<file path="src/ubcd_pkg.sv">
// Package for the up/down BCD counter display: widths, register codes,
// mode and phase types, config bundle and the seven-segment decode.
// No dependencies.
package ubcd_pkg;

  // Width of dwell and blank tick counts.
  localparam int unsigned DWELL_BITS = 10;
  localparam int unsigned CNT_W      = 7;
  localparam int unsigned BLINK_W    = 8;
  localparam int unsigned SEG_W      = 7;
  localparam int unsigned CFG_IDX_W  = 4;
  localparam int unsigned CFG_DATA_W = (DWELL_BITS > BLINK_W) ? DWELL_BITS : BLINK_W;

  localparam logic [CNT_W-1:0] COUNT_MAX = CNT_W'(99);

  // Configuration register indexes.
  typedef enum logic [CFG_IDX_W-1:0] {
    CFG_COUNT_TOP     = 4'd0,
    CFG_UP_DWELL      = 4'd1,
    CFG_DOWN_DWELL    = 4'd2,
    CFG_UP_BLINKS     = 4'd3,
    CFG_DOWN_BLINKS   = 4'd4,
    CFG_UP_BLANK      = 4'd5,
    CFG_DOWN_BLANK    = 4'd6,
    CFG_UP_TAIL_BLANK = 4'd7
  } cfg_reg_e;

  typedef enum logic [1:0] {
    MODE_UP        = 2'd0,
    MODE_DOWN      = 2'd1,
    MODE_HALT_TOP  = 2'd2,
    MODE_HALT_ZERO = 2'd3
  } mode_e;

  typedef enum logic [1:0] {
    PH_LIT   = 2'd0,
    PH_BLANK = 2'd1,
    PH_TAIL  = 2'd2
  } phase_e;

  typedef struct packed {
    logic [CNT_W-1:0]      count_top;
    logic [DWELL_BITS-1:0] up_dwell;
    logic [DWELL_BITS-1:0] down_dwell;
    logic [BLINK_W-1:0]    up_blinks;
    logic [BLINK_W-1:0]    down_blinks;
    logic [DWELL_BITS-1:0] up_blank;
    logic [DWELL_BITS-1:0] down_blank;
    logic [DWELL_BITS-1:0] up_tail_blank;
  } cfg_t;

  localparam cfg_t CFG_RESET = '{
    count_top:     CNT_W'(59),
    up_dwell:      DWELL_BITS'(20),
    down_dwell:    DWELL_BITS'(50),
    up_blinks:     BLINK_W'(11),
    down_blinks:   BLINK_W'(5),
    up_blank:      DWELL_BITS'(20),
    down_blank:    DWELL_BITS'(50),
    up_tail_blank: DWELL_BITS'(20)
  };

  // What the sequencer reports for the tick being processed.
  typedef struct packed {
    logic             lit;
    logic [CNT_W-1:0] count;
    mode_e            mode;
  } view_t;

  // Seven-segment pattern of one decimal digit, bit0 = a.
  function automatic logic [SEG_W-1:0] seg_code(input logic [3:0] digit);
    logic [SEG_W-1:0] seg;
    case (digit)
      4'd0:    seg = 7'h3f;
      4'd1:    seg = 7'h06;
      4'd2:    seg = 7'h5b;
      4'd3:    seg = 7'h4f;
      4'd4:    seg = 7'h66;
      4'd5:    seg = 7'h6d;
      4'd6:    seg = 7'h7d;
      4'd7:    seg = 7'h07;
      4'd8:    seg = 7'h7f;
      4'd9:    seg = 7'h6f;
      default: seg = '0;
    endcase
    return seg;
  endfunction

  // Tens digit of a count up to 99, by parallel compares.
  function automatic logic [3:0] tens_of(input logic [CNT_W-1:0] c);
    logic [3:0] t;
    t = 4'd0;
    for (int unsigned k = 1; k <= 9; k++) begin
      if (c >= CNT_W'(10 * k)) t = 4'(k);
    end
    return t;
  endfunction

endpackage

</file>
<file path="src/ubcd_if.sv">
// Valid/ready channel interfaces for tick items and display result items.
// Depends on ubcd_pkg for field widths.
interface ubcd_in_if;
  logic valid;
  logic ready;
  logic switch_up;

  modport source (output valid, output switch_up, input ready);
  modport sink (input valid, input switch_up, output ready);
endinterface

interface ubcd_out_if;
  logic                                valid;
  logic                                ready;
  logic [ubcd_pkg::SEG_W-1:0]          segments;
  logic                                low_digit_on;
  logic                                high_digit_on;
  logic [ubcd_pkg::CNT_W-1:0]          count_value;
  logic [1:0]                          mode;

  modport source (output valid, output segments, output low_digit_on,
                  output high_digit_on, output count_value, output mode,
                  input ready);
  modport sink (input valid, input segments, input low_digit_on,
                input high_digit_on, input count_value, input mode,
                output ready);
endinterface

</file>
<file path="src/ubcd_cfg_regs.sv">
// Configuration register file of the counter display.
// Depends on ubcd_pkg.
module ubcd_cfg_regs (
  input  logic                                clk_i,
  input  logic                                rst_ni,
  input  logic                                cfg_we_i,
  input  logic [ubcd_pkg::CFG_IDX_W-1:0]      cfg_idx_i,
  input  logic [ubcd_pkg::CFG_DATA_W-1:0]     cfg_data_i,
  output ubcd_pkg::cfg_t                      cfg_o
);

  ubcd_pkg::cfg_t cfg_q;

  // Register writes; unknown indexes are dropped
  always_ff @(posedge clk_i or negedge rst_ni) begin
    if (!rst_ni) begin
      cfg_q <= ubcd_pkg::CFG_RESET;
    end else if (cfg_we_i) begin
      case (cfg_idx_i)
        ubcd_pkg::CFG_COUNT_TOP: begin
          cfg_q.count_top <= cfg_data_i[ubcd_pkg::CNT_W-1:0];
        end
        ubcd_pkg::CFG_UP_DWELL: begin
          cfg_q.up_dwell <= cfg_data_i[ubcd_pkg::DWELL_BITS-1:0];
        end
        ubcd_pkg::CFG_DOWN_DWELL: begin
          cfg_q.down_dwell <= cfg_data_i[ubcd_pkg::DWELL_BITS-1:0];
        end
        ubcd_pkg::CFG_UP_BLINKS: begin
          cfg_q.up_blinks <= cfg_data_i[ubcd_pkg::BLINK_W-1:0];
        end
        ubcd_pkg::CFG_DOWN_BLINKS: begin
          cfg_q.down_blinks <= cfg_data_i[ubcd_pkg::BLINK_W-1:0];
        end
        ubcd_pkg::CFG_UP_BLANK: begin
          cfg_q.up_blank <= cfg_data_i[ubcd_pkg::DWELL_BITS-1:0];
        end
        ubcd_pkg::CFG_DOWN_BLANK: begin
          cfg_q.down_blank <= cfg_data_i[ubcd_pkg::DWELL_BITS-1:0];
        end
        ubcd_pkg::CFG_UP_TAIL_BLANK: begin
          cfg_q.up_tail_blank <= cfg_data_i[ubcd_pkg::DWELL_BITS-1:0];
        end
        default: begin
          cfg_q <= cfg_q;
        end
      endcase
    end
  end

  assign cfg_o = cfg_q;

endmodule

</file>
<file path="src/ubcd_seq.sv">
// Period sequencer: mode choice, count update, blink/blank/tail phases.
// Depends on ubcd_pkg.
module ubcd_seq (
  input  logic           clk_i,
  input  logic           rst_ni,
  input  logic           step_i,
  input  logic           switch_up_i,
  input  ubcd_pkg::cfg_t cfg_i,
  output ubcd_pkg::view_t view_o
);

  typedef struct packed {
    ubcd_pkg::phase_e                    phase;
    logic [ubcd_pkg::DWELL_BITS-1:0]     tick;
    logic [ubcd_pkg::BLINK_W-1:0]        bl;
    logic                                alive;
  } ph_t;

  logic [ubcd_pkg::CNT_W-1:0] count_q, count_d;
  ubcd_pkg::mode_e            mode_q, mode_d;
  logic                       pstart_q, pstart_d;
  ubcd_pkg::phase_e           phase_q, phase_d;
  logic [ubcd_pkg::DWELL_BITS-1:0] tick_q, tick_d;
  logic [ubcd_pkg::BLINK_W-1:0]    bl_q, bl_d;

  // Skip phases of zero length; closed form of the skip loop, since
  // zero dwell plus zero blank just burns all remaining blinks.
  function automatic ph_t settle_f(input ph_t s, input ubcd_pkg::mode_e m,
                                   input ubcd_pkg::cfg_t c);
    ph_t r;
    logic top;
    logic [ubcd_pkg::DWELL_BITS-1:0] dwell, blank, tail;
    logic [ubcd_pkg::BLINK_W-1:0] bl1;
    logic from_blank;
    top   = (m == ubcd_pkg::MODE_HALT_TOP);
    dwell = top ? c.up_dwell : c.down_dwell;
    blank = top ? c.up_blank : c.down_blank;
    tail  = top ? c.up_tail_blank : '0;
    r = s;
    r.alive = 1'b1;
    from_blank = 1'b0;
    bl1 = (s.bl != '0) ? s.bl - 1'b1 : '0;
    if (s.tick != '0) begin
      r.alive = 1'b1;
    end else if (m == ubcd_pkg::MODE_UP || m == ubcd_pkg::MODE_DOWN) begin
      r.alive = 1'b0;
    end else begin
      case (s.phase)
        ubcd_pkg::PH_LIT: begin
          if (blank != '0) begin
            r.phase = ubcd_pkg::PH_BLANK;
            r.tick  = blank;
          end else begin
            from_blank = 1'b1;
          end
        end
        ubcd_pkg::PH_BLANK: begin
          from_blank = 1'b1;
        end
        default: begin
          r.alive = 1'b0;
        end
      endcase
      // Blank spell done: next blink, or tail once blinks run out
      if (from_blank) begin
        if (bl1 != '0 && dwell != '0) begin
          r.phase = ubcd_pkg::PH_LIT;
          r.tick  = dwell;
          r.bl    = bl1;
        end else if (bl1 != '0 && blank != '0) begin
          r.phase = ubcd_pkg::PH_BLANK;
          r.tick  = blank;
          r.bl    = bl1;
        end else begin
          r.phase = ubcd_pkg::PH_TAIL;
          r.tick  = tail;
          r.bl    = '0;
          r.alive = (tail != '0);
        end
      end
    end
    return r;
  endfunction

  logic [ubcd_pkg::CNT_W-1:0] top_lim;
  logic [ubcd_pkg::CNT_W-1:0] count_b;
  ubcd_pkg::mode_e            mode_b;
  ph_t                        beg_s, s0, s1, s2;

  assign top_lim = (cfg_i.count_top > ubcd_pkg::COUNT_MAX) ? ubcd_pkg::COUNT_MAX
                                                            : cfg_i.count_top;

  // Period start: pick a mode from the switch and set up the first phase
  always_comb begin
    count_b      = count_q;
    beg_s.alive  = 1'b1;
    beg_s.bl     = bl_q;
    if (switch_up_i && count_q < top_lim) begin
      mode_b      = ubcd_pkg::MODE_UP;
      count_b     = count_q + 1'b1;
      beg_s.phase = ubcd_pkg::PH_LIT;
      beg_s.tick  = (cfg_i.up_dwell != '0) ? cfg_i.up_dwell
                                           : ubcd_pkg::DWELL_BITS'(1);
    end else if (!switch_up_i && count_q != '0) begin
      mode_b      = ubcd_pkg::MODE_DOWN;
      count_b     = count_q - 1'b1;
      beg_s.phase = ubcd_pkg::PH_LIT;
      beg_s.tick  = (cfg_i.down_dwell != '0) ? cfg_i.down_dwell
                                             : ubcd_pkg::DWELL_BITS'(1);
    end else begin
      mode_b   = switch_up_i ? ubcd_pkg::MODE_HALT_TOP : ubcd_pkg::MODE_HALT_ZERO;
      beg_s.bl = switch_up_i ? cfg_i.up_blinks : cfg_i.down_blinks;
      if (beg_s.bl != '0) begin
        beg_s.phase = ubcd_pkg::PH_LIT;
        beg_s.tick  = switch_up_i ? cfg_i.up_dwell : cfg_i.down_dwell;
      end else begin
        beg_s.phase = ubcd_pkg::PH_TAIL;
        beg_s.tick  = switch_up_i ? cfg_i.up_tail_blank : '0;
      end
    end
  end

  // Tick processing: resolve current phase, consume one tick, settle again
  always_comb begin
    if (pstart_q) begin
      mode_d  = mode_b;
      count_d = count_b;
      s0      = settle_f(beg_s, mode_b, cfg_i);
    end else begin
      mode_d  = mode_q;
      count_d = count_q;
      s0      = '{phase: phase_q, tick: tick_q, bl: bl_q, alive: 1'b1};
    end
    s1      = s0;
    s1.tick = s0.tick - 1'b1;
    s2      = settle_f(s1, mode_d, cfg_i);
    if (!s0.alive) begin
      pstart_d = 1'b1;
      phase_d  = s0.phase;
      tick_d   = s0.tick;
      bl_d     = s0.bl;
    end else begin
      pstart_d = !s2.alive;
      phase_d  = s2.phase;
      tick_d   = s2.tick;
      bl_d     = s2.bl;
    end
    view_o.lit   = s0.alive && (s0.phase == ubcd_pkg::PH_LIT);
    view_o.count = count_d;
    view_o.mode  = mode_d;
  end

  // Sequencer state
  always_ff @(posedge clk_i or negedge rst_ni) begin
    if (!rst_ni) begin
      count_q  <= '0;
      mode_q   <= ubcd_pkg::MODE_UP;
      pstart_q <= 1'b1;
      phase_q  <= ubcd_pkg::PH_LIT;
      tick_q   <= '0;
      bl_q     <= '0;
    end else if (step_i) begin
      count_q  <= count_d;
      mode_q   <= mode_d;
      pstart_q <= pstart_d;
      phase_q  <= phase_d;
      tick_q   <= tick_d;
      bl_q     <= bl_d;
    end
  end

endmodule

</file>
<file path="src/ubcd_disp.sv">
// Display multiplexer: BCD split, segment decode, digit alternation and
// held segment pattern for dark ticks. Depends on ubcd_pkg.
module ubcd_disp (
  input  logic                          clk_i,
  input  logic                          rst_ni,
  input  logic                          step_i,
  input  ubcd_pkg::view_t               view_i,
  output logic [ubcd_pkg::SEG_W-1:0]    segments_o,
  output logic                          low_digit_on_o,
  output logic                          high_digit_on_o
);

  logic                       digit_sel_q;
  logic [ubcd_pkg::SEG_W-1:0] held_seg_q;
  logic [3:0]                 tens, units, digit;
  logic [ubcd_pkg::SEG_W-1:0] lit_seg;

  // BCD split; units = count - 10 * tens
  assign tens  = ubcd_pkg::tens_of(view_i.count);
  assign units = 4'(view_i.count - {tens, 3'b000} - {2'b00, tens, 1'b0});
  assign digit = digit_sel_q ? units : tens;
  assign lit_seg = ubcd_pkg::seg_code(digit);

  assign segments_o      = view_i.lit ? lit_seg : held_seg_q;
  assign low_digit_on_o  = view_i.lit && digit_sel_q;
  assign high_digit_on_o = view_i.lit && !digit_sel_q;

  // Digit select flips on lit ticks only; last pattern is held
  always_ff @(posedge clk_i or negedge rst_ni) begin
    if (!rst_ni) begin
      digit_sel_q <= 1'b0;
      held_seg_q  <= '0;
    end else if (step_i && view_i.lit) begin
      digit_sel_q <= !digit_sel_q;
      held_seg_q  <= lit_seg;
    end
  end

endmodule

</file>
<file path="src/updown_bcd_counter_display.sv">
// Up/down BCD counter with multiplexed two-digit seven-segment display.
// Depends on ubcd_pkg, ubcd_if, ubcd_cfg_regs, ubcd_seq, ubcd_disp.
//
// Each input item is one display tick carrying the direction switch; each
// yields exactly one result item. The block takes one item per clock cycle
// unless stalled. An item goes through an input register, then one pass
// through the period sequencer and segment decode into the result register.
// The sequencer's next-state logic (phase skipping plus tick decrement)
// sets the cycle time. The result register is freed in the same cycle it is
// drained, so a stalled consumer only stops intake while both stages are
// full. Configuration registers reset to top 59, dwells 20/50, blinks 11/5,
// blanks 20/50 and tail 20, and should be written only while idle.
module updown_bcd_counter_display (
  input  logic                             clk_i,
  input  logic                             rst_ni,
  input  logic                             cfg_we_i,
  input  logic [ubcd_pkg::CFG_IDX_W-1:0]   cfg_idx_i,
  input  logic [ubcd_pkg::CFG_DATA_W-1:0]  cfg_data_i,
  ubcd_in_if.sink                          in_i,
  ubcd_out_if.source                       out_o
);

  ubcd_pkg::cfg_t  cfg;
  ubcd_pkg::view_t view;

  logic in_valid_q;
  logic sw_q;
  logic out_valid_q;
  logic advance;

  logic [ubcd_pkg::SEG_W-1:0] seg;
  logic                       lo_on, hi_on;

  logic [ubcd_pkg::SEG_W-1:0] seg_q;
  logic                       lo_q, hi_q;
  logic [ubcd_pkg::CNT_W-1:0] cnt_q;
  logic [1:0]                 mode_q;

  // Item moves into the result register when that register is free
  assign advance    = in_valid_q && (!out_valid_q || out_o.ready);
  assign in_i.ready = !in_valid_q || advance;

  ubcd_cfg_regs u_cfg (
    .clk_i      (clk_i),
    .rst_ni     (rst_ni),
    .cfg_we_i   (cfg_we_i),
    .cfg_idx_i  (cfg_idx_i),
    .cfg_data_i (cfg_data_i),
    .cfg_o      (cfg)
  );

  ubcd_seq u_seq (
    .clk_i       (clk_i),
    .rst_ni      (rst_ni),
    .step_i      (advance),
    .switch_up_i (sw_q),
    .cfg_i       (cfg),
    .view_o      (view)
  );

  ubcd_disp u_disp (
    .clk_i           (clk_i),
    .rst_ni          (rst_ni),
    .step_i          (advance),
    .view_i          (view),
    .segments_o      (seg),
    .low_digit_on_o  (lo_on),
    .high_digit_on_o (hi_on)
  );

  // Input register
  always_ff @(posedge clk_i or negedge rst_ni) begin
    if (!rst_ni) begin
      in_valid_q <= 1'b0;
    end else if (in_i.ready) begin
      in_valid_q <= in_i.valid;
    end
  end

  always_ff @(posedge clk_i) begin
    if (in_i.ready && in_i.valid) begin
      sw_q <= in_i.switch_up;
    end
  end

  // Result register valid
  always_ff @(posedge clk_i or negedge rst_ni) begin
    if (!rst_ni) begin
      out_valid_q <= 1'b0;
    end else if (advance) begin
      out_valid_q <= 1'b1;
    end else if (out_o.ready) begin
      out_valid_q <= 1'b0;
    end
  end

  // Result payload
  always_ff @(posedge clk_i) begin
    if (advance) begin
      seg_q  <= seg;
      lo_q   <= lo_on;
      hi_q   <= hi_on;
      cnt_q  <= view.count;
      mode_q <= view.mode;
    end
  end

  assign out_o.valid         = out_valid_q;
  assign out_o.segments      = seg_q;
  assign out_o.low_digit_on  = lo_q;
  assign out_o.high_digit_on = hi_q;
  assign out_o.count_value   = cnt_q;
  assign out_o.mode          = mode_q;

  // Only one digit is ever driven at a time
  a_one_digit: assert property (@(posedge clk_i) disable iff (!rst_ni)
    out_valid_q |-> !(lo_q && hi_q))
    else $error("both digit enables high");

  // Counting modes always show a digit
  a_counting_lit: assert property (@(posedge clk_i) disable iff (!rst_ni)
    (out_valid_q && (mode_q == 2'(ubcd_pkg::MODE_UP) ||
                     mode_q == 2'(ubcd_pkg::MODE_DOWN))) |-> (lo_q || hi_q))
    else $error("counting tick shown dark");

  // Count stays within two BCD digits
  a_count_range: assert property (@(posedge clk_i) disable iff (!rst_ni)
    out_valid_q |-> (cnt_q <= ubcd_pkg::COUNT_MAX))
    else $error("count above 99");

  // A processed item always lands in the result register
  a_advance_out: assert property (@(posedge clk_i) disable iff (!rst_ni)
    advance |=> out_valid_q)
    else $error("result lost");

  // A waiting item is never dropped from the input register
  a_hold_in: assert property (@(posedge clk_i) disable iff (!rst_ni)
    (in_valid_q && !advance) |=> (in_valid_q && $stable(sw_q)))
    else $error("input item lost");

endmodule
</file>
<file path="src/flat_wrapper.sv">
// flat-port wrapper written by rule: the top's interface ports become plain ports
module updown_bcd_counter_display_flat 
  (clk_i, rst_ni, cfg_we_i, cfg_idx_i, cfg_data_i, in_i_valid, in_i_switch_up, in_i_ready, out_o_valid, out_o_segments, out_o_low_digit_on, out_o_high_digit_on, out_o_count_value, out_o_mode, out_o_ready);
  ubcd_in_if in_i_i ();
  ubcd_out_if out_o_i ();
  input  logic clk_i;
  input  logic rst_ni;
  input  logic cfg_we_i;
  input  logic [ubcd_pkg::CFG_IDX_W-1:0] cfg_idx_i;
  input  logic [ubcd_pkg::CFG_DATA_W-1:0] cfg_data_i;
  input wire logic [$bits(in_i_i.valid)-1:0] in_i_valid;
  input wire logic [$bits(in_i_i.switch_up)-1:0] in_i_switch_up;
  output wire logic [$bits(in_i_i.ready)-1:0] in_i_ready;
  output wire logic [$bits(out_o_i.valid)-1:0] out_o_valid;
  output wire logic [$bits(out_o_i.segments)-1:0] out_o_segments;
  output wire logic [$bits(out_o_i.low_digit_on)-1:0] out_o_low_digit_on;
  output wire logic [$bits(out_o_i.high_digit_on)-1:0] out_o_high_digit_on;
  output wire logic [$bits(out_o_i.count_value)-1:0] out_o_count_value;
  output wire logic [$bits(out_o_i.mode)-1:0] out_o_mode;
  input wire logic [$bits(out_o_i.ready)-1:0] out_o_ready;
  assign in_i_i.valid = in_i_valid;
  assign in_i_i.switch_up = in_i_switch_up;
  assign in_i_ready = in_i_i.ready;
  assign out_o_valid = out_o_i.valid;
  assign out_o_segments = out_o_i.segments;
  assign out_o_low_digit_on = out_o_i.low_digit_on;
  assign out_o_high_digit_on = out_o_i.high_digit_on;
  assign out_o_count_value = out_o_i.count_value;
  assign out_o_mode = out_o_i.mode;
  assign out_o_i.ready = out_o_ready;
  updown_bcd_counter_display u_core (.clk_i(clk_i), .rst_ni(rst_ni), .cfg_we_i(cfg_we_i), .cfg_idx_i(cfg_idx_i), .cfg_data_i(cfg_data_i), .in_i(in_i_i), .out_o(out_o_i));
endmodule
</file>
<file path="config.mk">
export PLATFORM = sky130hd
export DESIGN_NAME = updown_bcd_counter_display_flat
export DESIGN_NICKNAME = d
export VERILOG_FILES = /design/src/ubcd_pkg.sv /design/src/ubcd_if.sv /design/src/ubcd_cfg_regs.sv /design/src/ubcd_seq.sv /design/src/ubcd_disp.sv /design/src/updown_bcd_counter_display.sv /design/src/flat_wrapper.sv
export SDC_FILE = /design/constraint.sdc
export NUM_CORES = 1
export LEC_CHECK = 0
export ABC_AREA = 0
export ABC_CLOCK_PERIOD_IN_PS = 7000
export BUFFER_PORTS_ARGS = -buffer_cell sky130_fd_sc_hd__buf_2
export CAP_MARGIN = 30
export CELL_PAD_IN_SITES_DETAIL_PLACEMENT = 0
export CELL_PAD_IN_SITES_GLOBAL_PLACEMENT = 1
export CORE_AREA = 3 3 200 104
export DETAILED_ROUTE_END_ITERATION = 10
export DIE_AREA = 0 0 203 107
export PLACE_DENSITY = 0.78
export REMOVE_ABC_BUFFERS = 1
export SLEW_MARGIN = 20
export SYNTH_ARGS = -nofsm -noshare
export SYNTH_HDL_FRONTEND = slang
export SYNTH_SLANG_ARGS = --single-unit
</file>
<file path="constraint.sdc">
create_clock -name clk_i -period 7 [get_ports clk_i]
set_input_delay 0.35 -clock clk_i [delete_from_list [all_inputs] [get_ports clk_i]]
set_output_delay 0.35 -clock clk_i [all_outputs]
set_load 0.03 [all_outputs]
</file>
=== Word-level counts from Yosys, hierarchy flattened ===
Memories as Yosys holds them, arrays and structs flattened.
Index checks and enable logic that the tools add are counted.

* Flip-flop bits (word level): 132
* Output and inout port bits: 20
* Bits in read-only memories: 112
* Memories: 1
* Input port bits: 20
* Logic and storage cells: 186

{| class="wikitable"
|+ Memories
! name !! depth !! bits a word !! rd ports !! clocked after Yosys merged registers in !! write ports !! line !! RTL
|-
| (no name shown) || 16 || 7 || 1 || 0 || 0 || ubcd_pkg.sv:73 || <nowiki>case (digit)</nowiki>
|}

* Mux-type cells: 77
* Reductions and logical operators: 53
* $add $sub $neg: 7
* Equal/unequal tests: 13
* Magnitude comparators: 11

{| class="wikitable"
|+ Operators by type and width
! kind !! number
|-
| $mux W20 || 8
|-
| $mux W10 || 11
|-
| $reduce_bool A10 Y1 || 10
|-
| $mux W12 || 7
|-
| $mux W21 || 3
|-
| $mux W8 || 6
|-
| $reduce_bool A8 Y1 || 5
|-
| $mux W7 || 5
|-
| $mux W4 || 8
|-
| $mux W1 || 22
|-
| $ge A7 B6 Y1 const B || 3
|-
| $ge A7 B7 Y1 const B || 3
|-
| $eq A4 B3 Y1 const B || 4
|-
| $reduce_and A2 Y1 || 8
|-
| $sub A8 B1 Y8 const B || 2
|-
| $ge A7 B5 Y1 const B || 2
|-
| $logic_and A1 B1 Y1 || 12
|-
| $mux W2 || 5
|-
| $sub A10 B1 Y10 const B || 1
|-
| $eq A2 B1 Y1 const B || 4
|-
| $eq A4 B2 Y1 const B || 2
|-
| $logic_not A2 Y1 || 4
|-
| $sub A4 B4 Y4 || 2
|-
| $add A7 B1 Y7 const B || 1
|-
| 13 further kinds || 23
|}

=== Logic depth before layout (Yosys ltp) ===
Gate-level depths: netlist of run 1.

* Depth in word-level cells: 28
* Depth in mapped cells: 27
* Mapped depth without buffers: 25

=== Modules after synthesis ===
From an unflattened synthesis of run 1, not the netlist that was laid out.

* Cell total of the unflattened synthesis: 1103
* Area total of the unflattened synthesis: 10227.3 um^2

{| class="wikitable"
|+ Modules (own cells, without submodules)
! module !! area each (um^2) !! seq. area each (um^2) !! instances !! cells an instance
|-
| ubcd_seq || 5331.4 || 752.0 || 1 || 740
|-
| ubcd_cfg_regs || 2924.1 || 1854.3 || 1 || 164
|-
| ubcd_disp || 1297.5 || 200.2 || 1 || 172
|-
| updown_bcd_counter_display || 674.4 || 620.6 || 1 || 27
|}

=== Worst setup path before layout of run 1 ===
Ideal clock, no wire load.

* Path type: register to register
* Start point: register u_core.u_cfg.cfg_q, in the netlist u_core.u_cfg.cfg_o[71]
* End point: register u_core.u_seq.bl_q[2] (netlist name)
* Setup time: 0.124 ns
* Path slack: 1.025 ns
* Stages on the path, launching flop included: 25
* Path buffers: 2
* Arrival: 5.851 ns
* Data required time: 6.876 ns
* Clock period less this slack: 5.975 ns
* Cells stage by stage: dfstp_2 nand2_1 nor2_1 nor2_1 ha_1 or4_1 clkbuf_1 a211o_1 nand2_1 a21oi_1 ha_1 o21a_1 or4_1 buf_2 and4_1 a221o_1 o31ai_4 ha_1 o211a_1 nand3_1 o22a_1 a311oi_4 nand3_2 mux2i_1 a211o_1

* Longest elaborated chain between the ends: 27
* Elaborated cells on any way between the ends: 74
* Classes of those cells: 3 x add/sub; 2 x order compare; 6 x eq/ne; 40 x mux; 23 x reduce/logical

{| class="wikitable"
|+ Ends and longest elaborated chain
! item !! line !! RTL
|-
| start: declaration || ubcd_cfg_regs.sv:12 || <nowiki>ubcd_pkg::cfg_t cfg_q;</nowiki>
|-
| start signal: assignment || ubcd_cfg_regs.sv:17 || <nowiki>cfg_q <= ubcd_pkg::CFG_RESET;</nowiki>
|-
| start signal: assignment || ubcd_cfg_regs.sv:45 || <nowiki>cfg_q <= cfg_q;</nowiki>
|-
| $gt A7 B7 Y1 || ubcd_seq.sv:90 || <nowiki>assign top_lim = (cfg_i.count_top > ubcd_pkg::COUNT_MAX) ? ubcd_pkg::COUNT_MAX</nowiki>
|-
| $mux W7 * || ubcd_seq.sv:90 ||
|-
| $lt A7 B7 Y1 * || ubcd_seq.sv:98 || <nowiki>if (switch_up_i && count_q < top_lim) begin</nowiki>
|-
| $logic_and A1 B1 Y1 * || ubcd_seq.sv:98 ||
|-
| branches (longest 22 deep; another with $sub A8 B1 Y8) || - ||
|-
| $mux W8 * || ubcd_seq.sv:137 || <nowiki>if (!s0.alive) begin</nowiki>
|-
| end signal: assignment || ubcd_seq.sv:168 || <nowiki>bl_q <= bl_d;</nowiki>
|-
| end: declaration || ubcd_seq.sv:24 || <nowiki>logic [ubcd_pkg::BLINK_W-1:0] bl_q, bl_d;</nowiki>
|}

Mark *: on every way between the ends. The select of a mux whose other input is x is not followed.
A chain may end at the register's enable or synchronous reset.

=== Final worst setup path of run 1 ===
* Start point: register u_core.u_cfg.cfg_q, in the netlist u_core.u_cfg.cfg_o[71]
* End point: register u_core.u_seq.bl_q[7] (netlist name)

Same word-level chain as after synthesis.

==> run_results.csv, run 1 <==
group,metric,value,unit
floorplan,floorplan.die_area,21720,sq um
synthesis,synth_enable_flop_cells,19,
min_path,type_of_the_worst_min_delay_path,"in -> reg",
clock_network,insertion_delay,440,ps
detailed_routing,detail_route.drc_violations,0,
sta,finalHoldViolations,0,
synthesis,synth_seq_cells,132,
setup_path,critical_path_cell_count,23,
setup_path,critPathTopFamily,"simple AND/OR/NAND/NOR gates",
synthesis,synthesis.area,9397,sq um
place,dp_hpwl,24180,um
sta,min_tclk_post_route,6582,ps
pwr,comb_power_share,54.4,%
outcome,status,"complete, no violations",
pwr,worst_ir_drop_vdd,240.0,uV
synthesis,synth_cell_types,89,
synthesis,post_synth_most_frequent_cells,"nand2_1 (129), nor2_1 (104), dfrtp_1 (90), mux2_2 (87), a21oi_1 (54)",
pwr,power.share.clock,18.1,%
detailed_routing,drt-total-wl,32050,um
min_path,hold_path_depth,1,
sta,final.setup.worst_slack,417.8,ps
sta,max_freq,151.9,MHz
sta,drv_slew,0,
detailed_routing,ant_nets,0,
floorplan,num_rows,36,
synthesis,synthCells,1033,
floorplan,x_dimension_of_the_die,203,um
pwr,cell_internal_pwr,2.703,mW
setup_path,critPathMaxFanout,9,
sta,period_share,94.03,%
floorplan,die_y,107,um
floorplan,core_region_area,19230,sq um
pwr,cellLeakagePower,4.388,nW
detailed_routing,dr_total_vias,8780,
cells_and_area,area_grow_syn2layout,13.93,%
sta,worst_clock_skew,12.27,ps
place,buffer_ports.inserted,39,
detailed_routing,firstDrtPassIters,6,
global_route,grt_pass1_vias,8457,
synthesis,mean_area_per_synthesized_cell,9.096,sq um
detailed_routing,vias_per_cell,6.399,
synthesis,synth_sequential_area_ratio,36.47,%
sta,rsz_0062_raised_after_global_routing,"no",
cells_and_area,share_of_cells_above_drive_strength_1,23.06,%
setup_path,critPathLaunchType,"flop",
clock_network,path_clk_slew,60,ps
global_route,grt_antenna_before_repair,1,
clock_network,cts_tree,"yes",
setup_path,cp_data_required_time,7370,ps
setup_path,crit_path_top_delay_cell,"or4_1",
setup_path,slowest_delay,670,ps
sta,worst-slew-pin-transition,1034,ps
detailed_routing,drt_iter0_drcs,867,
setup_path,critical_path_buf_inv_count,1,
pwr,swShare,46.64,%
sta,setup-tns-final,0,ps
job,max_cap_violations,0,
cells_and_area,fillers,1761,
setup_path,endpoint_kind,"flop",
synthesis,synth-warning-count,0,
clock_network,ctsRootBufferMaster,"clkbuf_16",
synthesis,synth_most_common_cell,"nand2_1",
global_route,wire_length_of_the_first_global_routing_pass,49720,um
synthesis,synthTopCellsByArea,"dfrtp_1 (24%), mux2_2 (10%), dfstp_2 (6.4%), edfxtp_1 (6.1%), nand2_1 (5.2%)",
pwr,power.net_switching,2.363,mW
global_route,grtUsageTotal,30.19,%
clock_network,cts-root-to-sink-buffers,2,
clock_network,clock_sink_count,132,
place,gp_congestion,1.000,
setup_path,crit_chain,"nand2_1, nor2_1, nor2_1, ha_1, or4_1, a211o_1, nand2_2, a21oi_1, ha_2, o21a_1, or4_1, and4_1, a221o_1, o31ai_4, ha_2, o211a_1, nand3_1, o22a_1, a311oi_4, buf_4, nand3_2, nor4_1, a211o_1",
place,dp_slack,202.1,ps
synthesis,post-synth-top-area-fraction,23.97,%
setup_path,rr_worst_depth,23,
floorplan,boundaryPins,40,
sta,setup_viol_count_final,0,
setup_path,critical_path_arrival,6960,ps
synthesis,yosys.area.top_type,"dfrtp_1",
cells_and_area,antenna_cells,0,
setup_path,crit_type,"reg -> reg",
synthesis,async_reset_ff_share,85.61,%
pwr,sequential_share_of_power,27.5,%
global_route,gr-total-overflow,0,
sta,slew-limit-headroom,30.61,%
synthesis,synthFlopType,"dfrtp_1",
detailed_routing,drt-wirelength-per-cell,23.36,um
clock_network,total_clock_buffers_created_by_cts,17,
floorplan,initial_core_util,48.86,%
global_route,largest_net_degree_at_the_start_of_global_routing,60,
pwr,power_density,473.2,nW/um^2
clock_network,htree_num_levels,4,
cells_and_area,final_nets,1135,
## flip-flops by register name (all words and copies together), names as in the netlist, 7 cells and up
name	count
u_core.u_seq.count_q	7
u_core.out_o.segments	7
u_core.out_o.count_value	7
u_core.u_disp.held_seg_q	7
u_core.u_cfg.cfg_o	73
u_core.u_seq.tick_q	10
u_core.u_seq.bl_q	8
## repair_timing
item                                   4_1_cts  5_1_grt
hold buffers                                 1        0
endpoints found under the hold margin       11        0
setup endpoints to repair                    0       20
buffers inserted                             0        6
resized for setup                            0        5
## cells by family (layout without fill, tap and decap cells)
| family | after synthesis | count (layout) | share of synthesized area, % |
|---|---|---|---|
| simple gates | 392 | 392 | 20.64 |
| compound gates | 267 | 267 | 20.20 |
| flops | 132 | 132 | 36.47 |
| mux | 122 | 122 | 14.15 |
| buf+inv | 71 | 144 | 2.996 |
| xor+xnor | 26 | 26 | 2.503 |
| fa+ha+maj | 23 | 23 | 3.036 |
## metal layers
layer / track usage, % / routed length [um] / vias up / part of all wire, %
met5: 0 / 0 / - / 0
met4: 10.02 / 824 / 0 / 2.6
met3: 9.584 / 3353 / 64 / 10
met2: 44.24 / 13380 / 433 / 42
met1: 42.26 / 14490 / 4276 / 45
li1: - / - / 4007 / -
## power by group through the flow
stage          Clock, mW  Combinational, mW  Sequential (mW)
3_5_place_dp           0               2.65             1.39
3_3_place_gp           0               2.62             1.39
6_report           0.917               2.76             1.39
5_1_grt            0.967               3.04             1.41
4_1_cts            0.931               2.69             1.38
2_1_floorplan          0               1.87             1.37
## cell type report
class / count / area (sq um) / area share, %
clock buffers: 19 / 442.9 / 4.137
clock inverters: 13 / 148.9 / 1.391
inverters: 28 / 105.1 / 0.9818
multi-input cells: 830 / 5710 / 53.34
flip-flops and latches: 132 / 3427 / 32.01
well taps: 266 / 332.8 / 3.109
repair buffers: 84 / 538.0 / 5.026
## layout by cell type (no fill, tap or decap), types with 7 or more instances in the layout
cell | synthesis | routed
a211o_1 | 8 | 8
a21o_1 | 7 | 7
a21oi_1 | 54 | 54
a221oi_1 | 7 | 7
a22oi_1 | 10 | 10
a31oi_1 | 16 | 16
and2_1 | 8 | 8
and3_1 | 9 | 9
buf_2 | 9 | 38
buf_4 | 1 | 45
clkbuf_16 | 0 | 17
dfrtp_1 | 90 | 90
dfstp_2 | 23 | 23
edfxtp_1 | 19 | 19
ha_1 | 22 | 20
inv_1 | 25 | 25
mux2_2 | 87 | 87
mux2i_1 | 35 | 35
nand2_1 | 129 | 128
nand2b_1 | 11 | 11
nand3_1 | 27 | 26
nand4_1 | 9 | 9
nor2_1 | 104 | 103
nor3_1 | 20 | 20
nor4_1 | 19 | 19
o211ai_1 | 12 | 12
o21ai_0 | 41 | 41
o21ai_1 | 7 | 7
o22ai_1 | 13 | 13
or3_1 | 10 | 10
xnor2_1 | 14 | 14
xor2_1 | 11 | 11
## through the flow
stage          instance area (sq um)  cells  util [%]  power [mW]  hold slack (ps)
2_1_floorplan                   9220    990         -       3.232            54.41
3_3_place_gp                   10040   1332     52.19       4.007            433.0
3_5_place_dp                   10040   1332     52.19       4.040            445.3
4_1_cts                        10640   1365     55.32       4.998            73.81
5_1_grt                        10710   1372     55.66       5.415            78.98
6_report                       10710   1372     55.66       5.065            84.94
## path summary, 6_finish.rpt
path                                         start                          end  slack, ps
max                         u_core.u_cfg.cfg_o[71]         u_core.u_seq.bl_q[7]        420
min                                 in_i_switch_up                  u_core.sw_q         80
max reg2reg                 u_core.u_cfg.cfg_o[71]         u_core.u_seq.bl_q[7]        420
min reg2reg                u_core.u_seq.phase_q[0]      u_core.u_seq.phase_q[0]        480
max in group asynchronous                   rst_ni        u_core.u_cfg.cfg_o[9]       5250
min in group asynchronous                   rst_ni  u_core.u_disp.held_seg_q[5]        500
No activity file was read; power rests on OpenSTA's default activity.
==> inputs of run 2 (changes only) <==
Settings changed: ABC_AREA 0 to 1, CORE_AREA 3 3 200 104 to 3 3 212 110, DIE_AREA 0 0 203 107 to 0 0 215 113, SKIP_CTS_REPAIR_TIMING from default to 1.
==> run 2 against run 1 <==
Effect of this change: the run now ends with negative hold slack left; global-route usage decreased by 1.5 points; first-iteration DRC count increased by 20%; die area increased by 12%; fmax increased by 7.2%; sequential share of layout area decreased by 0.55 points; wire length increased by 6.3%; synthesized cell count increased by 42%; flip-flop and latch count unchanged; setup slack improved by 440 ps; critical path type unchanged; largest power group unchanged; sequential power decreased by 6%; power increased by 16%; register-to-register slack improved by 440 ps.
==> run_results.csv, run 2 <==
group,metric,value,unit
setup_path,critPathTopFamily,"simple AND/OR/NAND/NOR gates",
synthesis,post-synth-top-area-fraction,22.67,%
floorplan,core_region_area,21540,sq um
synthesis,synth_most_common_cell,"nand2_1",
global_route,grt_pass1_vias,9463,
sta,finalHoldViolations,29,
setup_path,crit-reg2reg-launch,"u_core.u_cfg.cfg_o[71]",
outcome,status,"complete, but fails checks",
sta,min_tclk_post_route,6142,ps
global_route,gr-total-overflow,0,
detailed_routing,ant_nets,0,
sta,setup-tns-final,0,ps
sta,slew-limit-headroom,44.52,%
sta,worst_clock_skew,9.048,ps
synthesis,synth-warning-count,0,
pwr,power_density,538.7,nW/um^2
synthesis,synth_seq_cells,132,
pwr,cellLeakagePower,5.209,nW
pwr,total_power,5.868,mW
global_route,largest_net_degree_at_the_start_of_global_routing,65,
setup_path,critical_path_arrival,6470,ps
setup_path,reg2reg_slack,860,ps
synthesis,synthCells,1471,
floorplan,boundaryPins,40,
sta,rsz_0062_raised_after_global_routing,"no",
synthesis,synthesis.area,9933,sq um
sta,hold_ws,-45.82,ps
place,dpl_cell_area,10290,sq um
setup_path,critPathMaxFanout,36,
setup_path,critical_path_cell_count,30,
min_path,type_of_the_worst_min_delay_path,"in -> async",
setup_path,timing.critical_path.from,"u_core.u_cfg.cfg_o[71]",
job,max_cap_violations,0,
detailed_routing,vias_per_cell,5.538,
setup_path,slowest_delay,590,ps
place,dp_hpwl,26450,um
synthesis,synthTopCellsByArea,"dfrtp_1 (23%), nand2_1 (18%), o21ai_0 (7.5%), dfstp_2 (6.1%), nand3_1 (5.8%)",
detailed_routing,dr_total_vias,9963,
clock_network,ctsRootBufferMaster,"clkbuf_16",
sta,worst-slew-pin-transition,832.2,ps
setup_path,crit_end,"u_core.u_seq.bl_q[6]",
place,gp_congestion,0.9847,
setup_path,r2r_end,"u_core.u_seq.bl_q[6]",
cells_and_area,share_of_cells_above_drive_strength_1,13.48,%
detailed_routing,detail_route.drc_violations,0,
synthesis,synthFlopType,"dfrtp_1",
floorplan,initial_core_util,46.12,%
cells_and_area,commonest_cells_after_routing_fill_and_taps_aside,"nand2_1 (464), inv_1 (150), o21ai_0 (149), nand3_1 (115), nor2_1 (106)",
sta,period_share,87.74,%
global_route,grt_antenna_before_repair,2,
clock_network,total_clock_buffers_created_by_cts,17,
cells_and_area,antenna_cells,0,
synthesis,post_synth_most_frequent_cells,"nand2_1 (464), inv_1 (150), o21ai_0 (149), nand3_1 (115), nor2_1 (106)",
setup_path,critical_path_buf_inv_count,1,
detailed_routing,firstDrtPassIters,6,
setup_path,crit_type,"reg -> reg",
sta,drv_slew,0,
synthesis,synth_sequential_area_ratio,34.50,%
setup_path,crit_path_top_delay_cell,"o21ai_0",
synthesis,synth_cell_types,59,
synthesis,mean_area_per_synthesized_cell,6.753,sq um
clock_network,cts_tree,"yes",
sta,setup_viol_count_final,0,
clock_network,insertion_delay,450,ps
cells_and_area,final_standard_cell_utilization_of_the_core,50.58,%
sta,max_freq,162.8,MHz
clock_network,clock_sink_count,132,
outcome,violations_in_the_final_reports,"negative hold slack",
setup_path,crit_path_frequent_cell,"nand3_1",
floorplan,floorplan.die_area,24300,sq um
clock_network,cts-root-to-sink-buffers,2,
setup_path,rr_worst_depth,30,
detailed_routing,drt-wirelength-per-cell,18.94,um
synthesis,async_reset_ff_share,85.61,%
cells_and_area,final_nets,1528,
global_route,wire_length_of_the_first_global_routing_pass,53850,um
floorplan,x_dimension_of_the_die,215,um
cells_and_area,max_reg_flops,73,
setup_path,endpoint_kind,"flop",
cells_and_area,postLayoutCellArea,10890,sq um
detailed_routing,drt-total-wl,34080,um
cells_and_area,area_grow_syn2layout,9.661,%
global_route,grtUsageTotal,28.74,%
setup_path,cp_data_required_time,7320,ps
clock_network,htree_num_levels,4,
synthesis,synth_enable_flop_cells,19,
clock_network,path_clk_slew,60,ps
synthesis,yosys.area.top_type,"dfrtp_1",
place,buffer_ports.inserted,39,
floorplan,num_rows,38,
pwr,worst_ir_drop_vdd,250.6,uV
setup_path,critPathLaunchType,"flop",
floorplan,die_y,113,um
cells_and_area,final_common_cell,"nand2_1",
detailed_routing,drt_iter0_drcs,1040,
run 2: cell count changes after synthesis, moves of 24 or more:
| cell | before | now |
|---|---|---|
| o21ai_0 | 41 | 149 |
| inv_1 | 25 | 150 |
| nand3_1 | 27 | 115 |
| o21ai_1 | 7 | 35 |
| nand2_1 | 129 | 464 |
| mux2_2 | 87 | 0 |
| mux2i_1 | 35 | 0 |
| inv_2 | 1 | 25 |
run 2: worst min-delay path by stage:
stage,to,depth (start not counted)
5_1_grt,u_core.u_disp.held_seg_q[1],1
3_3_place_gp,u_core.u_disp.held_seg_q[3],1
3_5_place_dp,u_core.u_disp.held_seg_q[3],1
2_1_floorplan,u_core.in_valid_q,0
6_report,u_core.u_disp.digit_sel_q,1
4_1_cts,u_core.u_disp.held_seg_q[3],1
run 2: kinds of logic (layout without fill, tap and decap cells):
family          Yosys count  after routing  share of synthesized area (%)
compound gates          281            281                          16.39
xor+xnor                 14             14                          1.234
fa+ha+maj                22             22                          2.771
buf+inv                 228            256                          9.573
flops                   132            132                          34.50
simple gates            794            794                          35.53
run 2: per-layer routing:
metal | vias up | track usage (%) | wire length [um]
li1 | 4836 | - | -
met1 | 4652 | 42.96 | 16710
met2 | 430 | 40.85 | 13640
met3 | 43 | 8.049 | 3180
met4 | 2 | 7.080 | 524
met5 | - | 0 | 13
run 2: report_power, final:
group / internal, mW / total [mW] / switching, mW
Clock: 0.550 / 0.932 / 0.382
Sequential: 1.09 / 1.30 / 0.217
Combinational: 1.14 / 3.63 / 2.49
Total: 2.78 / 5.87 / 3.09
run 2: worst register-to-register path: cells and delay by family (launching register included):
family / cells / cell delay, ps
buffers and inverters: 1 / 220
and+or+nand+nor: 21 / 3290
DFF: 1 / 540
adders and majority gates: 2 / 520
AOI/OAI and AO/OA: 6 / 1470
run 2: final cells by class:
cell class | instances | area, sq um
Sequential cell | 132 | 3427
Clock inverter | 13 | 143.9
Inverter | 176 | 660.6
Fill cell | 2242 | 10650
Tap cell | 300 | 375.4
Clock buffer | 19 | 454.2
Multi-Input combinational cell | 1111 | 5567
Timing Repair Buffer | 48 | 265.3
run 2: per-stage QoR:
| step | instances | setup WS, ps |
|---|---|---|
| after detailed placement | 1767 | 990.8 |
| after global routing | 1799 | 325.7 |
| final | 1799 | 858.0 |
| after global placement | 1766 | 999.5 |
| after CTS | 1799 | 960.3 |
| after floorplan | 1419 | 1810 |
==> inputs of run 3 (changes only) <==
Settings changed: ABC_CLOCK_PERIOD_IN_PS 7000 to 5700.
Clock period 7 ns to 5.7 ns, I/O delays scaled along.
==> run 3 against run 2 <==
Effect of this change: the flow now finishes without violations; sequential share of layout area down 1.2 points; flip-flop and latch count stayed put; critical endpoint is now u_core.u_seq.pstart_q; critical path type unchanged; global-route usage grew 0.44 points; sequential power is 22% higher; largest power group unchanged; highest routed layer is now met4; final cell count up 2.2%; design area grew 4.1%; critical path depth is 2 lower.
==> run_results.csv, run 3 (synthesis results as in run 2) <==
group,metric,value,unit
outcome,status,"complete, no violations",
sta,hold_ws,72.08,ps
job,max_cap_violations,0,
clock_network,htree_num_levels,4,
sta,slew-limit-headroom,45.72,%
global_route,grt_pass1_vias,9557,
setup_path,reg2reg_slack,220,ps
detailed_routing,drt_iter0_drcs,991,
detailed_routing,wl_met3,3209,um
min_path,min_from,"in_i_switch_up",
cells_and_area,commonest_cells_after_routing_fill_and_taps_aside,"nand2_1 (463), inv_1 (150), o21ai_0 (147), nand3_1 (113), nor2_1 (102)",
setup_path,cp_data_required_time,6070,ps
clock_network,total_clock_buffers_created_by_cts,17,
clock_network,cts_tree,"yes",
setup_path,rr_worst_depth,28,
floorplan,initial_core_util,46.12,%
pwr,worst_ir_drop_vdd,294.3,uV
detailed_routing,ant_nets,0,
cells_and_area,final_standard_cell_utilization_of_the_core,52.67,%
setup_path,crit_type,"reg -> reg",
clock_network,path_clk_slew,60,ps
floorplan,core_region_area,21540,sq um
setup_path,crit_path_top_delay_cell,"dfstp_2",
sta,finalHoldViolations,0,
detailed_routing,met1_length,17110,um
pwr,total_power,7.537,mW
floorplan,num_rows,38,
setup_path,critPathTopFamily,"simple AND/OR/NAND/NOR gates",
global_route,gr-total-overflow,0,
detailed_routing,detail_route.drc_violations,0,
detailed_routing,drt-total-wl,34810,um
floorplan,x_dimension_of_the_die,215,um
cells_and_area,area_grow_syn2layout,14.20,%
setup_path,critPathLaunchType,"flop",
place,gp_congestion,1.009,
clock_network,insertion_delay,450,ps
setup_path,critical_path_cell_count,28,
floorplan,floorplan.die_area,24300,sq um
pwr,cellLeakagePower,5.433,nW
place,buffer_ports.inserted,39,
global_route,grtUsageTotal,29.18,%
place,place_inst,1798,
setup_path,critical_path_arrival,5850,ps
setup_path,slowest_delay,550,ps
sta,min_tclk_post_route,5480,ps
global_route,largest_net_degree_at_the_start_of_global_routing,65,
sta,drv_slew,0,
clock_network,cts-root-to-sink-buffers,2,
sta,period_share,96.14,%
floorplan,die_y,113,um
min_path,hold_path_depth,1,
cells_and_area,max_reg_flops,73,
cells_and_area,antenna_cells,0,
detailed_routing,dr.max_layer_used,"met4",
setup_path,r2r_end,"u_core.u_seq.pstart_q",
min_path,type_of_the_worst_min_delay_path,"in -> reg",
detailed_routing,drt-wirelength-per-cell,18.93,um
sta,setup_viol_count_final,0,
setup_path,critPathMaxFanout,20,
place,dp_hpwl,27160,um
min_path,hold_end,"u_core.sw_q",
setup_path,crit-reg2reg-launch,"u_core.u_cfg.cfg_o[71]",
cells_and_area,final_nets,1568,
cells_and_area,final_common_cell,"nand2_1",
clock_network,ctsRootBufferMaster,"clkbuf_16",
floorplan,boundaryPins,40,
detailed_routing,firstDrtPassIters,6,
sta,max_freq,182.5,MHz
setup_path,critical_path_buf_inv_count,7,
detailed_routing,dr_total_vias,10075,
global_route,grt_antenna_before_repair,0,
pwr,power_density,664.4,nW/um^2
setup_path,endpoint_kind,"flop",
detailed_routing,met2_length,14180,um
clock_network,clock_sink_count,132,
sta,worst-slew-pin-transition,814.1,ps
global_route,wire_length_of_the_first_global_routing_pass,54330,um
cells_and_area,share_of_cells_above_drive_strength_1,16.76,%
sta,worst_clock_skew,11.33,ps
detailed_routing,vias_per_cell,5.479,
cells_and_area,layout.cells.non_filler,1839,
setup_path,crit_path_frequent_cell,"nand2_1",
run 3: final cells by class:
cell class,instances,area [sq um]
Inverter,176,668.1
Clock buffer,20,489.2
Tap cell,300,375.4
Sequential cell,132,3427
Fill cell,2186,10190
Multi-Input combinational cell,1113,5688
Timing Repair Buffer,86,556.8
Clock inverter,12,138.9
run 3: metrics by stage:
| stage | setup TNS (ps) | cell area (sq um) | setup WS [ps] |
|---|---|---|---|
| 2_1_floorplan | 0 | 9643 | 509.6 |
| 3_3_place_gp | 0 | 10500 | 273.7 |
| 3_5_place_dp | 0 | 10520 | 285.2 |
| 4_1_cts | 0 | 11150 | 259.3 |
| 5_1_grt | -73.01 | 11340 | -64.81 |
| 6_report | 0 | 11340 | 220.0 |
run 3: worst max-delay path by stage:
stage	from	endpoint
floorplan	u_core.sw_q	u_core.u_seq.bl_q[0]
finish	u_core.u_cfg.cfg_o[71]	u_core.u_seq.pstart_q
global placement	u_core.u_cfg.cfg_o[71]	u_core.u_seq.pstart_q
CTS	u_core.u_cfg.cfg_o[71]	u_core.u_seq.bl_q[6]
detailed placement	u_core.u_cfg.cfg_o[71]	u_core.u_seq.bl_q[6]
global route	u_core.u_cfg.cfg_o[71]	u_core.u_seq.pstart_q
run 3: routing by layer:
| layer | vias up | global-route usage [%] |
|---|---|---|
| met5 | - | 0 |
| met4 | 0 | 5.717 |
| met3 | 23 | 8.023 |
| met2 | 362 | 42.42 |
| met1 | 4786 | 43.54 |
| li1 | 4904 | - |
run 3: power breakdown:
part | total [mW] | internal, mW | switching, mW | leakage [nW]
Clock | 1.17 | 0.713 | 0.458 | 0.304
Sequential | 1.59 | 1.33 | 0.260 | 1.54
Combinational | 4.77 | 1.57 | 3.21 | 3.59
run 3: worst register-to-register path: cells and delay by family, from the launching register on:
kind / cells / cell delay (ps)
and+or+nand+nor: 14 / 2540
buffers and inverters: 7 / 830
DFF: 1 / 550
adders and majority gates: 1 / 270
AOI/OAI and AO/OA: 6 / 1200
